<file path="src/rtl/sccp_pkg.sv">
// ----------------------------------------------------------------------------
// sccp_pkg
// Types and constants shared by the sector cache clock-policy engine.
// ----------------------------------------------------------------------------
`default_nettype none

package sccp_pkg;

  localparam int CAPACITY = 64;
  localparam int SLOT_W   = 6;
  localparam int COUNT_W  = 7;

  localparam logic [1:0] MODE_READ  = 2'd0;
  localparam logic [1:0] MODE_WRITE = 2'd1;
  localparam logic [1:0] MODE_TICK  = 2'd2;
  localparam logic [1:0] MODE_NONE  = 2'd3;

  localparam logic [2:0] KIND_HIT    = 3'd0;
  localparam logic [2:0] KIND_FILL   = 3'd1;
  localparam logic [2:0] KIND_EVICT  = 3'd2;
  localparam logic [2:0] KIND_FLUSH  = 3'd3;
  localparam logic [2:0] KIND_TICK   = 3'd4;
  localparam logic [2:0] KIND_PINNED = 3'd5;

  localparam logic REG_PINNED = 1'b0;
  localparam logic REG_PERIOD = 1'b1;

  typedef struct packed {
    logic [1:0]  mode;
    logic [31:0] sector;
    logic [31:0] owner_start;
  } item_t;

  typedef struct packed {
    logic [2:0]  kind;
    logic [5:0]  slot;
    logic [31:0] victim_sector;
    logic        writeback;
    logic        last;
  } result_t;

  typedef struct packed {
    logic [31:0] pinned_owner;
    logic [3:0]  flush_period;
  } cfg_t;

  typedef struct packed {
    logic [31:0] sector;
    logic [31:0] owner;
  } tag_t;

  typedef struct packed {
    logic              we;
    logic [SLOT_W-1:0] waddr;
    tag_t              wdata;
    logic [SLOT_W-1:0] raddr;
  } ram_req_t;

endpackage

`default_nettype wire

</file>
<file path="src/rtl/sccp_tag_ram.sv">
// ----------------------------------------------------------------------------
// sccp_tag_ram
// Tag store: sector and owner per slot, one write and one registered read.
// ----------------------------------------------------------------------------
`default_nettype none

module sccp_tag_ram (
  input  wire logic              clk,
  input  wire sccp_pkg::ram_req_t req,
  output sccp_pkg::tag_t         rdata
);

  sccp_pkg::tag_t mem [sccp_pkg::CAPACITY];

  always_ff @(posedge clk) begin
    if (req.we) begin
      mem[req.waddr] <= req.wdata;
    end
    rdata <= mem[req.raddr];
  end

endmodule

`default_nettype wire

</file>
<file path="config.mk">
export PLATFORM = sky130hd
export DESIGN_NAME = sccp_tag_ram
export DESIGN_NICKNAME = d
export VERILOG_FILES = /design/src/rtl/sccp_pkg.sv /design/src/rtl/sccp_tag_ram.sv
export SDC_FILE = /design/constraint.sdc
export NUM_CORES = 2
export LEC_CHECK = 0
export CORE_ASPECT_RATIO = 0.9
export CORE_MARGIN = 2
export CORE_UTILIZATION = 45
export DETAILED_ROUTE_END_ITERATION = 8
export DONT_BUFFER_PORTS = 1
export PLACE_DENSITY_LB_ADDON = 0.12
export SLEW_MARGIN = 25
export SYNTH_ARGS = -nofsm -noshare
export SYNTH_HDL_FRONTEND = slang
export SYNTH_SLANG_ARGS = --single-unit
</file>
<file path="constraint.sdc">
create_clock -name clk -period 8 [get_ports clk]
set_clock_uncertainty 0.1 [all_clocks]
set_input_delay 0.4 -clock clk [delete_from_list [all_inputs] [get_ports clk]]
set_output_delay 0.4 -clock clk [all_outputs]
set_load 0.005 [all_outputs]
</file>
==> impl_results.md <==
* Final wirelength at 456000 µm
* Netlist Area Pre-Place at ~160000 µm²
* Non-filler cells, final at 11936
* First-pass detailed-route iteration total at 5
* Final Util at around half
* Synth cell types at 33
* Post-DP HPWL at around 230000 µm
* Syn. warnings at 0
* Mean Syn Cell Area at between 20 and 25 µm²
* Comb pwr share at under 10%
* CTS buffer count at around 420
* Sw Pwr at between 9 and 10 mW
* Largest net degree at the start of global routing at between 800 and 900
* CTS tree: built
* Seq cells post-synth at ~4200
* Setup TNS at 0 ns
* Chip width at 625 µm
* Die Area at ~350000 µm²
* Syn nets at around 6700
* CTS HTree Levels at 5
* Critical Path Fanout Max at ~120
* Internal Pwr Total at roughly 36 mW
* Via Count at 75637
* Iter 0 DRT Violations at 10560
* Post-synthesis compound-gate area fraction at under 10%
* Drc violations at 0
* Post-synthesis async set-or-reset flop share at 0%
* Die height at about 560 µm
* Clk Latency, worst-skew pair at 0.97 ns
* Routed wire per std cell at 38.2 µm
* Power density over the cells at between 200 and 300 nW/µm²
* Final min period at 3.88 ns
* RSZ-0062 raised after global routing: false
* Area growth from synthesis to layout at 14.8%
* Post-CTS Setup Bufs at 0
* Peak supply drop at between 0.15 and 0.2 mV
* Post-Synth Adder-Cell Area at 0%
* First-pass GRT wire length at ~620000 µm
* Sw frac at 21.2%
* Seq/Total Area, Yosys at between 70% and 80%
* Initial core utilization at 45.2%
* Lkg Pwr at approximately 56 nW
* Xor and xnor area share after synthesis at 0%
* DR vias/cell at between 6 and 7
* Clk sinks at 4160
* Post-synthesis mux area share at between 10% and 20%
* Startpoint type of the worst setup path: input port
* Largest family of logic cells by synthesized area: multiplexers
* WP data arrival at around 4.6 ns
* Post-synth EDFFs at 4096
* Slew HR at -8.79%
* Crit. End Element: flip-flop
* GP Congestion at about 0.76
* CTS Root Cell: clkbuf_16
* Run status: complete, but fails checks
* Antenna violations before repair at 32
* Finish-stage setup viols at 0
* Req. time, crit path at between 8 and 9 ns
* Dpl ws at 3.07 ns
* Core ar. at about 350000 µm²
* Buffers on Ports at 0
* Hold Path Class: input port to flip-flop
* Routed Antenna Nets at 0
* Max_cap viols at 0
* I/O pins at between 100 and 150
* FMAX at roughly 260 MHz
* Worst-path clk slew at about 0.06 ns
* Worst setup margin at roughly 4 ns
* Dpl cells at between 10000 and 15000
* Worst reg-to-reg setup slack at between 5 and 6 ns
* FP Rows at 205
* Synthesized netlist cell count at about 6600
* Post-Synth Simple-Gate Area at under 10%
* Deepest clock path buffer count at 4
* Reg power frac at 52.6%
* Area occupied by multi-input gates at 30800 µm²
* Endpoints failing hold at 0
* Global Route Usage Sum at between 20% and 30%
* Register area at 124000 µm²
* Least-Margin Pin Slew at around 1.6 ns
* Fill cells at 26807
* Grt total ovfl at 0
* Final Max Tran Viols at 112
* Vias in the first global route at approximately 75000
* Tcrit/Tclk final at about half
* Violated checks: max-slew violations
* CP Class: input port to flip-flop
* Synth Flop Type: edfxtp_1
* Nets@finish at 7087
* Fraction of final layout cells sized beyond drive strength 1 at 27.5%
* Clock power frac at between 40% and 50%
-- worst max-delay path, stage by stage --
cell and delay [ns]:
buf_16 0.59, buf_16 0.48, buf_16 0.49, mux4_2 0.41
a22oi_1 0.30, nand3_1 0.10, dlygate4sd3_1 0.59, and3_1 0.17
dlygate4sd3_1 0.54
-- worst paths after layout --
kind,start,endpoint,depth (start not counted)
min,req[1],rdata[22]$_DFF_P_,4
min reg2reg,mem[47][44]$_DFFE_PP_,rdata[44]$_DFF_P_,4
max,req[1],rdata[16]$_DFF_P_,9
max reg2reg,mem[43][16]$_DFFE_PP_,rdata[16]$_DFF_P_,6
-- Yosys cell counts, drive strengths merged, types with 2 or more instances --
cell | n | share of area [%]
a2bb2oi | 19 | 0.11
nor2 | 112 | 0.27
o221ai | 38 | 0.21
a22oi | 168 | 0.81
a22o | 88 | 0.49
a31oi | 18 | 0.072
nand2 | 58 | 0.14
clkbuf | 140 | 0.34
a41oi | 26 | 0.15
or3 | 29 | 0.12
dfxtp | 64 | 0.82
and2 | 3 | 0.012
edfxtp | 4096 | 79
nor3 | 2 | 0.0064
mux4 | 1024 | 15
or2 | 28 | 0.11
nor2b | 28 | 0.11
mux2i | 135 | 0.86
nand4 | 2 | 0.0080
buf | 230 | 0.80
inv | 19 | 0.046
o22ai | 83 | 0.33
nand3 | 45 | 0.14
nand2b | 11 | 0.044
and3 | 64 | 0.26
nand3b | 2 | 0.0096
a211oi | 63 | 0.30
-- layout make-up --
class	count	area share, %
Clock inverter	253	1.40
Inverter	19	0.0397
Sequential cell	4160	69.2
Antenna cell	13	0.0181
Multi-Input combinational cell	2049	17.2
Tap cell	4554	3.17
Timing Repair Buffer	357	2.66
Clock buffer	531	6.30
-- kinds of logic after synthesis --
family | Yosys count
multiplexers | 1159
flip-flops | 4160
AND/OR/NAND/NOR | 386
AO/OA/AOI/OAI | 504
buffers and inverters | 389
-- registers in the layout (all words and copies together) (netlist names) --
register / flops
mem: 4096
rdata: 64
-- stage by stage --
step,power [mW],hold WS (ns),instance area (µm²)
2_1_floorplan,25.8,0.399,156000
3_3_place_gp,26.2,0.402,162000
3_5_place_dp,26.2,0.402,163000
4_1_cts,46.3,0.000466,179000
5_1_grt,47.4,0.0213,179000
6_report,46.1,0.0500,179000
-- metal layers --
layer	part of all wire, %	vias to the layer above	GRT usage (%)
li1	-	29385	-
met2	47	3615	40.2
met1	42	41963	38.3
met4	2.8	4	6.76
met5	0.0059	-	0
met3	8.3	670	3.83
-- cell usage in the layout, fill, tap and decap left out, drive strengths merged, types with 43 or more instances in the layout --
cell type	instances
a211oi	63
a22o	88
a22oi	168
and3	64
buf	279
bufinv	43
clkbuf	531
clkinv	184
dfxtp	64
dlygate4sd3	78
edfxtp	4096
mux2i	135
mux4	1024
nand2	58
nand3	45
nor2	112
o22ai	83
-- power groups by stage --
stage                     registers (mW)  clock network, mW  logic, mW
after floorplan                     24.6                  0       1.12
after global placement              24.7                  0       1.48
after detailed placement            24.7                  0       1.50
after CTS                           24.3               20.1       1.94
after global routing                24.3               20.9       2.16
final                               24.3               19.8       2.04
-- timing repair --
item | 4_1_cts | 5_1_grt
hold buffers | 144 | 1
gates resized for setup | 0 | 0
hold endpoints to repair | 4196 | 6
(Power assumes the default switching activity.)
