[src/rtl/sccp_pkg.sv]
// ----------------------------------------------------------------------------
// sccp_pkg
// Types and constants shared by the sector cache clock-policy engine.
// ----------------------------------------------------------------------------
`default_nettype none

package sccp_pkg;

  localparam int CAPACITY = 64;
  localparam int SLOT_W   = 6;
  localparam int COUNT_W  = 7;

  localparam logic [1:0] MODE_READ  = 2'd0;
  localparam logic [1:0] MODE_WRITE = 2'd1;
  localparam logic [1:0] MODE_TICK  = 2'd2;
  localparam logic [1:0] MODE_NONE  = 2'd3;

  localparam logic [2:0] KIND_HIT    = 3'd0;
  localparam logic [2:0] KIND_FILL   = 3'd1;
  localparam logic [2:0] KIND_EVICT  = 3'd2;
  localparam logic [2:0] KIND_FLUSH  = 3'd3;
  localparam logic [2:0] KIND_TICK   = 3'd4;
  localparam logic [2:0] KIND_PINNED = 3'd5;

  localparam logic REG_PINNED = 1'b0;
  localparam logic REG_PERIOD = 1'b1;

  typedef struct packed {
    logic [1:0]  mode;
    logic [31:0] sector;
    logic [31:0] owner_start;
  } item_t;

  typedef struct packed {
    logic [2:0]  kind;
    logic [5:0]  slot;
    logic [31:0] victim_sector;
    logic        writeback;
    logic        last;
  } result_t;

  typedef struct packed {
    logic [31:0] pinned_owner;
    logic [3:0]  flush_period;
  } cfg_t;

  typedef struct packed {
    logic [31:0] sector;
    logic [31:0] owner;
  } tag_t;

  typedef struct packed {
    logic              we;
    logic [SLOT_W-1:0] waddr;
    tag_t              wdata;
    logic [SLOT_W-1:0] raddr;
  } ram_req_t;

endpackage

`default_nettype wire

[src/rtl/sccp_cfg.sv]
// ----------------------------------------------------------------------------
// sccp_cfg
// APB register file: pinned owner and flush period.
// ----------------------------------------------------------------------------
`default_nettype none

module sccp_cfg (
  input  wire logic        clk,
  input  wire logic        rst,
  input  wire logic        psel,
  input  wire logic        penable,
  input  wire logic        pwrite,
  input  wire logic [2:0]  paddr,
  input  wire logic [31:0] pwdata,
  output logic [31:0]      prdata,
  output logic             pready,
  output sccp_pkg::cfg_t   cfg
);

  logic wr;

  assign pready = 1'b1;
  assign wr     = psel && penable && pwrite;

  always_ff @(posedge clk) begin
    if (rst) begin
      cfg.pinned_owner <= 32'd0;
      cfg.flush_period <= 4'd4;
    end else if (wr) begin
      unique case (paddr[2])
        sccp_pkg::REG_PINNED: cfg.pinned_owner <= pwdata;
        sccp_pkg::REG_PERIOD: cfg.flush_period <= pwdata[3:0];
        default: ;
      endcase
    end
  end

  always_comb begin
    unique case (paddr[2])
      sccp_pkg::REG_PINNED: prdata = cfg.pinned_owner;
      sccp_pkg::REG_PERIOD: prdata = {28'd0, cfg.flush_period};
      default:              prdata = 32'd0;
    endcase
  end

  logic unused_addr;
  assign unused_addr = ^paddr[1:0];

endmodule

`default_nettype wire

[config.mk]
export PLATFORM = sky130hd
export DESIGN_NAME = sccp_cfg
export DESIGN_NICKNAME = d
export VERILOG_FILES = /design/src/rtl/sccp_pkg.sv /design/src/rtl/sccp_cfg.sv
export SDC_FILE = /design/constraint.sdc
export NUM_CORES = 1
export LEC_CHECK = 0
export ABC_AREA = 1
export BUFFER_PORTS_ARGS = -buffer_cell sky130_fd_sc_hd__buf_2
export CAP_MARGIN = 20
export CORE_ASPECT_RATIO = 2
export CORE_MARGIN = 8
export CORE_UTILIZATION = 47
export DETAILED_ROUTE_END_ITERATION = 10
export PLACE_DENSITY_LB_ADDON = 0.2
export SYNTH_ARGS = -nofsm -noshare
export SYNTH_HDL_FRONTEND = slang
export SYNTH_SLANG_ARGS = --single-unit
[constraint.sdc]
create_clock -name clk -period 1.4 [get_ports clk]
set_input_delay 0.21 -clock clk [delete_from_list [all_inputs] [get_ports clk]]
set_output_delay 0.21 -clock clk [all_outputs]
set_load 0.05 [all_outputs]
==> results_dict.tcl <==
set metrics [dict create \
    worstHoldPathCells 3 \
    routedWlPerCell_um 11.5 \
    stdcell_count 463 \
    post_synthesis_cell_area_um2 1940 \
    floorplan.initialDensity_pct 47.9 \
    timing.hold.worst.class "in -> reg" \
    grt_first_pass_wirelength_um 8710 \
    dp.final_hpwl_um 4120 \
    numClockSinks 36 \
    num_antenna_cells 0 \
    post-route-period-util_pct 88.5 \
    grt-ovfl-total 0 \
    final_critical_path_required_period_ns 1.24 \
    regToRegSetupSlack_ns 0.81 \
    buffer_ports.inserted 105 \
    layout.cells.most_common "sky130_fd_sc_hd__buf_2" \
    yosys.area_share.adder_pct 0 \
    worst-path-max-fanout 3 \
    drt-total-wl_um 5310 \
    synthDistinctLibCells 16 \
    vdd_drop_max_mv 0.951 \
    share_of_final_layout_standard_cells_stronger_than_drive_strength_1_pct 41.1 \
    synth-compound-area-share_pct 0.258 \
    reg.largest.list "cfg: 36 flops" \
    syn-mean-instance-area_um2 6.33 \
    synth.mux.area_fraction_pct 0 \
    syn-instance-count 306 \
    core-area_um2 4050 \
    cts_max_level 2 \
    synth_top_family_by_area "simple AND/OR/NAND/NOR gates" \
    crit_arrival_ns 1.03 \
    root_buffer_master "sky130_fd_sc_hd__clkbuf_8" \
    grt_pass1_vias 1959 \
    cts_buffers 5 \
    num_rows 33 \
    die-height_um 107 \
    grt_antenna_before_repair 0 \
    power.static_leakage_nw 1.45 \
    register_clock_pin_slew_on_the_reported_worst_setup_and_hold_paths_ns 0.07 \
    setup_viol 0 \
    vias_per_cell 4.38 \
    tritoncts "yes" \
    critPathCaptureType "output port" \
    hold_violation_total_from_the_final_report 0 \
    synthXorXnorAreaFrac_pct 0 \
    place_inst 455 \
    n_fill_cell 429 \
    outcome "finished clean" \
    cts_setup_buffers 0 \
    largest_register "cfg" \
    fin_total_pwr_mw 2.38 \
    floorplan.io_pins 109 \
    seq_total_area_yosys_pct 37.2 \
    hold_path_startpoint "pwdata[2]" \
    synth-simple-area-share_pct 43.4 \
    track_usage_pct 16.9 \
    worstSetupStartpointType "flop" \
    clkLatencyLatePin_ns 0.28 \
    final_max_slew_viol_count 0 \
    met2WireLength_um 2830 \
    largest_register_ff_count 36 \
    chipWidth_um 61.4 \
    top_layer "met4" \
    layout.cells.most_common_list "105 x sky130_fd_sc_hd__buf_2, 70 x sky130_fd_sc_hd__nor2_1, 60 x sky130_fd_sc_hd__inv_1" \
    timing.reg2reg.worst_path_depth 2 \
    totalNegativeSetupSlack_ns 0 \
    unrepaired_setup_endpoints_after_global_routing "false" \
    dieArea_um2 6560 \
    clockBufferDepth 2 \
    wl_met3_um 466 \
    net_count_synth 346 \
    final.setup_skew_ns 0 \
    area_delta_synth_final_pct 36.5 \
    cts_hold_buffers 0 \
    timing.max_cap.violations 0 \
    routabilityCongestion 0.780 \
    via_count 2027 \
    met1_length_um 1970 \
    maximum_number_of_pins_on_one_net_before_global_route_repair 36 \
    clock.fmax_ghz 0.807 \
    antenna_violating_nets_post_route 0 \
    design.final.nets 450 \
    cts-resized-gates 0 \
    worst_hold_path.endpoint "cfg[2]" \
    total_drc_errors_in_the_routed_layout 0 \
    synthesis.yosys.warnings 0 \
    r2r-end "cfg[16]" \
    drt_first_iter_violations 63 \
    r2r-start "cfg[16]" \
    setup.worst_path.class "reg -> out" \
    hold_ws_ns 0.162 \
    pwr_density_cell_nw_per_um2 902 \
    yosys_register_bits 36 \
    drtPass1Iterations 4 \
    required_ns 1.19 \
]
[stage by stage]
| step | worst slack [ns] | instance area [um2] | util, % |
|---|---|---|---|
| after global placement | 0.228 | 2550 | 63.1 |
| after detailed placement | 0.216 | 2550 | 63.1 |
| after global routing | 0.0678 | 2650 | 65.4 |
| after CTS | 0.139 | 2650 | 65.4 |
| final | 0.161 | 2650 | 65.4 |
| after floorplan | 0.00611 | 2010 | - |
[worst max-delay path, cell delays in order (launching register included)]
cell                      delay, ns
sky130_fd_sc_hd__dfxtp_1       0.37
sky130_fd_sc_hd__inv_1         0.06
sky130_fd_sc_hd__nor2_2        0.06
sky130_fd_sc_hd__buf_2         0.26
[layout make-up]
class	instances	area (um2)	area share [%]
Tap cell	52	65.1	2.46
Sequential cell	36	721	27.2
Clock buffer	8	90.1	3.41
Timing Repair Buffer	115	613	23.2
Multi-Input combinational cell	189	920	34.8
Inverter	63	236	8.94
[synth_stat cells]
master	count	area, um2
sky130_fd_sc_hd__buf_4	6	45.0
sky130_fd_sc_hd__nand3_1	22	110
sky130_fd_sc_hd__buf_6	5	56.3
sky130_fd_sc_hd__clkinv_1	1	3.75
sky130_fd_sc_hd__buf_2	3	15.0
sky130_fd_sc_hd__nor2_2	1	6.26
sky130_fd_sc_hd__nor2_1	98	368
sky130_fd_sc_hd__nand2_1	49	184
sky130_fd_sc_hd__nand3_2	15	150
sky130_fd_sc_hd__clkbuf_1	4	15.0
sky130_fd_sc_hd__inv_1	60	225
sky130_fd_sc_hd__dfxtp_1	36	721
sky130_fd_sc_hd__o21ai_1	1	5.00
sky130_fd_sc_hd__inv_2	2	7.51
sky130_fd_sc_hd__nor2_4	2	22.5
sky130_fd_sc_hd__conb_1	1	3.75
[kinds of logic after synthesis]
kind of cell | Yosys count
AO/OA/AOI/OAI | 1
AND/OR/NAND/NOR | 187
buffers and inverters | 81
other | 1
flip-flops | 36
[power breakdown]
part / switching, mW / internal (mW) / total (mW) / leakage, nW
registers: 0.0258 / 1.06 / 1.09 / 0.293
logic: 0.404 / 0.154 / 0.558 / 1.12
clock network: 0.340 / 0.401 / 0.741 / 0.0455
[per-layer routing]
metal	track usage, %	vias to the layer above
met5	0	-
met4	5.91	0
met3	3.72	4
met2	31.3	67
met1	17.1	875
li1	-	1081
[how the worst max path moves through the flow]
stage / from / to / slack [ns]
floorplan: paddr[2] / prdata[3] / 0.006
global placement: paddr[2] / prdata[0] / 0.23
detailed placement: paddr[2] / cfg[11] / 0.22
CTS: cfg[30] / prdata[26] / 0.14
global route: cfg[29] / prdata[25] / 0.07
finish: cfg[30] / prdata[26] / 0.16
(Power assumes the default switching activity.)
